### config.mk
export PLATFORM = sky130hd
export DESIGN_NAME = crsm_queue
export DESIGN_NICKNAME = d
export VERILOG_FILES = /design/src/design/crsm_pkg.sv /design/src/design/crsm_queue.sv
export SDC_FILE = /design/constraint.sdc
export NUM_CORES = 1
export LEC_CHECK = 0
export ABC_AREA = 1
export BUFFER_PORTS_ARGS = -buffer_cell sky130_fd_sc_hd__buf_2
export CAP_MARGIN = 20
export CORE_MARGIN = 4
export CORE_UTILIZATION = 50
export DETAILED_ROUTE_END_ITERATION = 10
export PLACE_DENSITY = 0.7
export SLEW_MARGIN = 25
export SYNTH_ARGS = -nofsm -noshare
export SYNTH_HDL_FRONTEND = slang
export SYNTH_SLANG_ARGS = --single-unit
### constraint.sdc
create_clock -name clk -period 2.9 [get_ports clk]
set_input_delay 0.29 -clock clk [delete_from_list [all_inputs] [get_ports clk]]
set_output_delay 0.29 -clock clk [all_outputs]
set_load 0.05 [all_outputs]
### src/design/crsm_pkg.sv
// ----------------------------------------------------------------------------
// Cartridge mapper package
// Types, constants and register indexes shared by the mapper modules.
// ----------------------------------------------------------------------------
package crsm_pkg;

	localparam int unsigned RamBytesDefault = 131072;
	localparam int unsigned OffW = 17;
	localparam int unsigned RomW = 23;
	localparam int unsigned QDepth = 4;

	localparam logic [7:0] REG_HIROM_MODE = 8'd0;
	localparam logic [7:0] REG_ROM_BANK_MASK = 8'd1;
	localparam logic [7:0] REG_SRAM_PRESENT = 8'd2;
	localparam logic [7:0] REG_SRAM_OFFSET_MASK = 8'd3;

	localparam logic [7:0] LO_RAM_BANK_FIRST = 8'h70;
	localparam logic [7:0] LO_RAM_BANK_END = 8'h7E;
	localparam logic [15:0] LO_ADDR_MASK = 16'h7FFF;
	localparam logic [15:0] HI_RAM_ADDR_FIRST = 16'h6000;
	localparam logic [15:0] ROM_AREA_START = 16'h8000;
	localparam logic [7:0] HI_BANK_MASK = 8'h3F;
	localparam logic [15:0] HI_ADDR_MASK = 16'h1FFF;
	localparam logic [7:0] HI_BANK_LIMIT = 8'h40;
	localparam logic [7:0] HI_BANK_MIRROR = 8'h80;
	localparam logic [7:0] HI_BANK_END = 8'hC0;

	typedef enum logic [1:0] {
		OUT_RAM_READ      = 2'd0,
		OUT_ROM_FETCH     = 2'd1,
		OUT_RAM_WRITTEN   = 2'd2,
		OUT_WRITE_IGNORED = 2'd3
	} outcome_t;

	typedef struct packed {
		logic             hirom_mode;
		logic [7:0]       rom_bank_mask;
		logic             sram_present;
		logic [OffW-1:0]  sram_offset_mask;
	} cfg_t;

	// Decoded access inside the front pipeline; raw is the masked RAM offset.
	typedef struct packed {
		logic             kind;
		logic             hit;
		logic [OffW-1:0]  raw;
		logic [7:0]       data;
		logic [RomW-1:0]  rom;
	} cls_t;

	// Classified access waiting for the back end; off is the final RAM offset.
	typedef struct packed {
		logic             kind;
		logic             hit;
		logic [OffW-1:0]  off;
		logic [7:0]       data;
		logic [RomW-1:0]  rom;
	} q_entry_t;

endpackage

### src/design/crsm_queue.sv
// ----------------------------------------------------------------------------
// Cartridge mapper access queue
// Short first-in first-out buffer between the front and back ends.
// ----------------------------------------------------------------------------
module crsm_queue (
	input  logic                clk,
	input  logic                arst_n,
	input  logic                push,
	input  crsm_pkg::q_entry_t  push_entry,
	input  logic                pop,
	output logic                not_empty,
	output crsm_pkg::q_entry_t  head,
	output logic [2:0]          count
);
	import crsm_pkg::*;

	q_entry_t   slots [QDepth];
	logic [1:0] wr_ptr_q, rd_ptr_q;
	logic [2:0] count_q;

	always_ff @(posedge clk or negedge arst_n) begin
		if (!arst_n) begin
			wr_ptr_q <= '0;
			rd_ptr_q <= '0;
			count_q  <= '0;
		end else begin
			if (push) begin
				wr_ptr_q <= wr_ptr_q + 2'd1;
			end
			if (pop) begin
				rd_ptr_q <= rd_ptr_q + 2'd1;
			end
			count_q <= count_q + 3'(push) - 3'(pop);
		end
	end

	always_ff @(posedge clk) begin
		if (push) begin
			slots[wr_ptr_q] <= push_entry;
		end
	end

	assign not_empty = (count_q != 3'd0);
	assign head      = slots[rd_ptr_q];
	assign count     = count_q;

endmodule

# == Word level (Yosys, flattened, before mapping) ==
# Memories as Yosys holds them, arrays and structs flattened.
# Index checks and enable logic that the tools add are counted.
# Widths: inputs -> output; s select.
# op_classes
add_sub_neg,4
muxes,2
reduce_logical,1
# op_table
op,n
$add 2x1->2 const B,2
$add 3x1->3,1
$reduce_bool 3->1,1
$sub 3x1->3,1
$mux 1,2
# word_totals
reg_bits,7
ramBits,200
in_bits,54
out_inout_bits,54
elab_cells,11
n_memories,1
# memory_table
memory,words,width,read_ports,rd_ports_with_merged_regs,write_ports,line,rtl
slots,4,50,1,0,1,crsm_queue.sv:17,q_entry_t slots [QDepth];

# == Longest topological paths before layout ==
# depth
ltp_word,2
mapped_depth,10
ltp_nobuf,10

# == Least setup slack after synthesis ==
# OpenSTA, ideal clock, no wires.
# synth_path
kind,register to register
from,reg wr_ptr_q[0]
to,"mem slots[0][0] (netlist name), enable pin"
setup_ns,0.404
t_arrival_ns,1.653
t_required_ns,2.496
slack_ns,0.843
stages_incl_launch_ff,5
path_buffers,0
synth_period_minus_slack_ns,2.057
cell_sequence,dfrtp_1 inv_1 ha_1 nand2_1 inv_1
# synth_rtl
element,line,rtl
from (decl),crsm_queue.sv:18,"logic [1:0] wr_ptr_q, rd_ptr_q;"
from (signal assigned),crsm_queue.sv:28,wr_ptr_q <= wr_ptr_q + 2'd1;
to (decl),crsm_queue.sv:17,
# Straight into the memory's write port.

==> metrics.md <==
| Metric | Value |
|---|---|
| Footprint of the multi-input gates | 0.00162 mm² |
| Crit path launch type | register |
| Final hold vios | 0 |
| DIE AREA | 0.0197 mm² |
| Layout cells sized above 1 | 16.3% |
| Routed len/inst | between 10 and 15 µm |
| Worst Tran Pin Value | approximately 0.65 ns |
| Status | finished clean |
| Peak supply drop | 0.895 mV |
| Synthesis-to-finish area growth | 16.6% |
| Clock Tree Buf Depth | 3 |
| Initial antenna violation count | 1 |
| WHS Path Cells | 1 |
| Worst Path Arrival | 1.99 ns |
| Vias per cell | 4.72 |
| Finished Cell Area | roughly 0.010 mm² |
| Reg2reg setup slack | 1.08 ns |
| HPWL after DPL | 10100 µm |
| Reg-to-reg startpoint | wr_ptr_q[1] |
| Post-DP Area | 0.00956 mm² |
| Max-slew violations | 0 |
| Worst flop-to-flop path endpoint | slots[1][23] |
| Final Skew | approximately 0.005 ns |
| CTS tree | done |
| Worst hold path class | primary input to register |
| WL final | 16700 µm |
| H-Tree Depth | 1 |
| Most frequent cells in the layout | nand2_1 (261), inv_1 (208), edfxtp_1 (200) |
| Drt drc | 0 |
| Area of the core | 0.0172 mm² |
| Clock slew at reported path FFs | 0.06 ns |
| First-pass GRT wire length | 27100 µm |
| Synth Cell Area | 0.00876 mm² |
| Setup TNS | 0 ns |
| Post-CTS sizing | 0 |
| Die Wd | 140 µm |
| Leakage | 4.82 nW |
| Power consumption | ~12 mW |
| Antenna viol nets, final | 0 |
| Synth area leader | edfxtp_1 |
| Via count | 5545 |
| Initial Utilization | 50.8% |
| Kind of critical path | register to output port |
| Cell Rows | 48 |
| CP max FO | 52 |
| Worst-Skew Late Latency | 0.48 ns |
| Syn_nets | 889 |
| Routability Congestion | between 0.7 and 0.8 |
| Initial DRC count | 232 |
| Flops & latches, synth | 207 |
| Final Cycle Share | 78.8% |
| Largest net degree at the start of global routing | 57 |
| Post-layout min period | 2.28 ns |
| Io pins | 108 |
| Synth warnings | 0 |
| Number of global-route vias before repair | 5393 |
| Worst hold path endpoint | slots[3][35] |
| Fmax | 438 MHz |
| IO Port Bufs | approximately 110 |
| Area contributors post-synth | edfxtp_1 (69%), nand2_1 (11%), inv_1 (9.1%) |
| Final Setup Violations | 0 |
| Reg area | 0.00619 mm² |
| Cells after synthesis | 828 |
| Unrepaired setup endpoints after global routing | false |
| Min-delay src | push_entry[35] |
| Final #Nets | 998 |
| Post-CTS Setup Inserts | 0 |
| Number of CTS-inserted buffers | 21 |
| CP endpoint kind | output port |
| Grt ovf | 0 |
| CP required | 2.61 ns |
| Worst Reg-to-Reg Cells | 5 |
| Die Y | between 100 and 150 µm |
| Max_cap viols | 0 |
| Most common cell after layout, fill and taps aside | nand2_1 |
| Rel. slew slack | a little under three fifths |
| Root Buffer | clkbuf_16 |
| Drt pass-1 iters | 4 |
| Avg Inst Size Synth | 10.6 µm² |
| Filler Cells Inserted | 1367 |
| P per Cell Area | 1160 mW/mm² |
| Distinct cells, synth | 14 |
| Gr usage total | 17.0% |
| Clk sink count | 207 |
| Sequential-to-total area share from yosys stat | 70.5% |
| # hold bufs at CTS | 1 |
| Top cell type's share of synthesized area | 68.5% |
[logic make-up after synthesis]
| logic type | Yosys count | synth area share [%] |
|---|---|---|
| AOI/OAI and AO/OA | 1 | 0.0570 |
| DFF | 207 | 70.5 |
| buffers and inverters | 247 | 11.0 |
| xor gates and xnor gates | 3 | 0.300 |
| adders and majority gates | 7 | 1.08 |
| and+or+nand+nor | 363 | 17.0 |
[synthesized netlist by cell type]
master / count
nand2_1: 261
inv_1: 212
edfxtp_1: 200
nand3_1: 102
clkbuf_1: 17
buf_2: 8
buf_4: 8
dfrtp_1: 7
ha_1: 6
xor2_1: 3
clkinv_1: 1
fa_1: 1
inv_2: 1
o21ai_1: 1
[worst max-delay path, cell delays in order (launching register included)]
cell and delay, ns:
dfrtp_4 0.48, inv_2 0.06, buf_4 0.44, nand2_1 0.12
nand3_1 0.10, nand2_1 0.08, buf_2 0.21
[metrics by stage]
step	hold slack [ns]	worst slack [ns]	util, %	instances
after floorplan	-0.00559	0.843	-	828
after global placement	0.144	1.09	55.4	1138
after detailed placement	0.146	1.07	55.4	1138
after CTS	0.00439	0.574	59.3	1175
after global routing	0.0134	0.468	59.3	1176
final	0.0239	0.615	59.3	1176
[worst max path at each step]
stage | startpoint | to | slack (ns) | cells after the start
2_1_floorplan | wr_ptr_q[0] | slots[0][0] | 0.84 | 4
3_3_place_gp | rd_ptr_q[1] | head[48] | 1.09 | 4
3_5_place_dp | wr_ptr_q[1] | slots[1][31] | 1.07 | 5
4_1_cts | rd_ptr_q[0] | head[2] | 0.57 | 6
5_1_grt | rd_ptr_q[0] | head[19] | 0.47 | 6
6_report | rd_ptr_q[0] | head[25] | 0.62 | 6
[power by group]
part	leakage (nW)	switching, mW	total, mW	internal [mW]
logic	2.58	4.13	5.29	1.16
registers	1.92	0.136	4.06	3.92
clock network	0.318	1.03	2.52	1.49
[registers in the layout (all words and copies together), names as in the netlist]
register / cells
wr_ptr_q: 2
slots: 200
count: 3
rd_ptr_q: 2
[metal layers]
layer,global-route usage [%],part of all wire (%)
met5,0,0
met4,4.08,1.8
met3,3.31,5.6
met2,29.5,50
met1,22.3,43
[layout make-up]
| cell class | count | area share [%] |
|---|---|---|
| Clock buffer | 21 | 5.14 |
| Clock inverter | 15 | 1.20 |
| Multi-Input combinational cell | 374 | 15.8 |
| Antenna cell | 1 | 0.0245 |
| Timing Repair Buffer | 119 | 6.64 |
| Sequential cell | 207 | 60.6 |
| Tap cell | 225 | 2.76 |
| Inverter | 214 | 7.86 |
(Power assumes the default switching activity.)
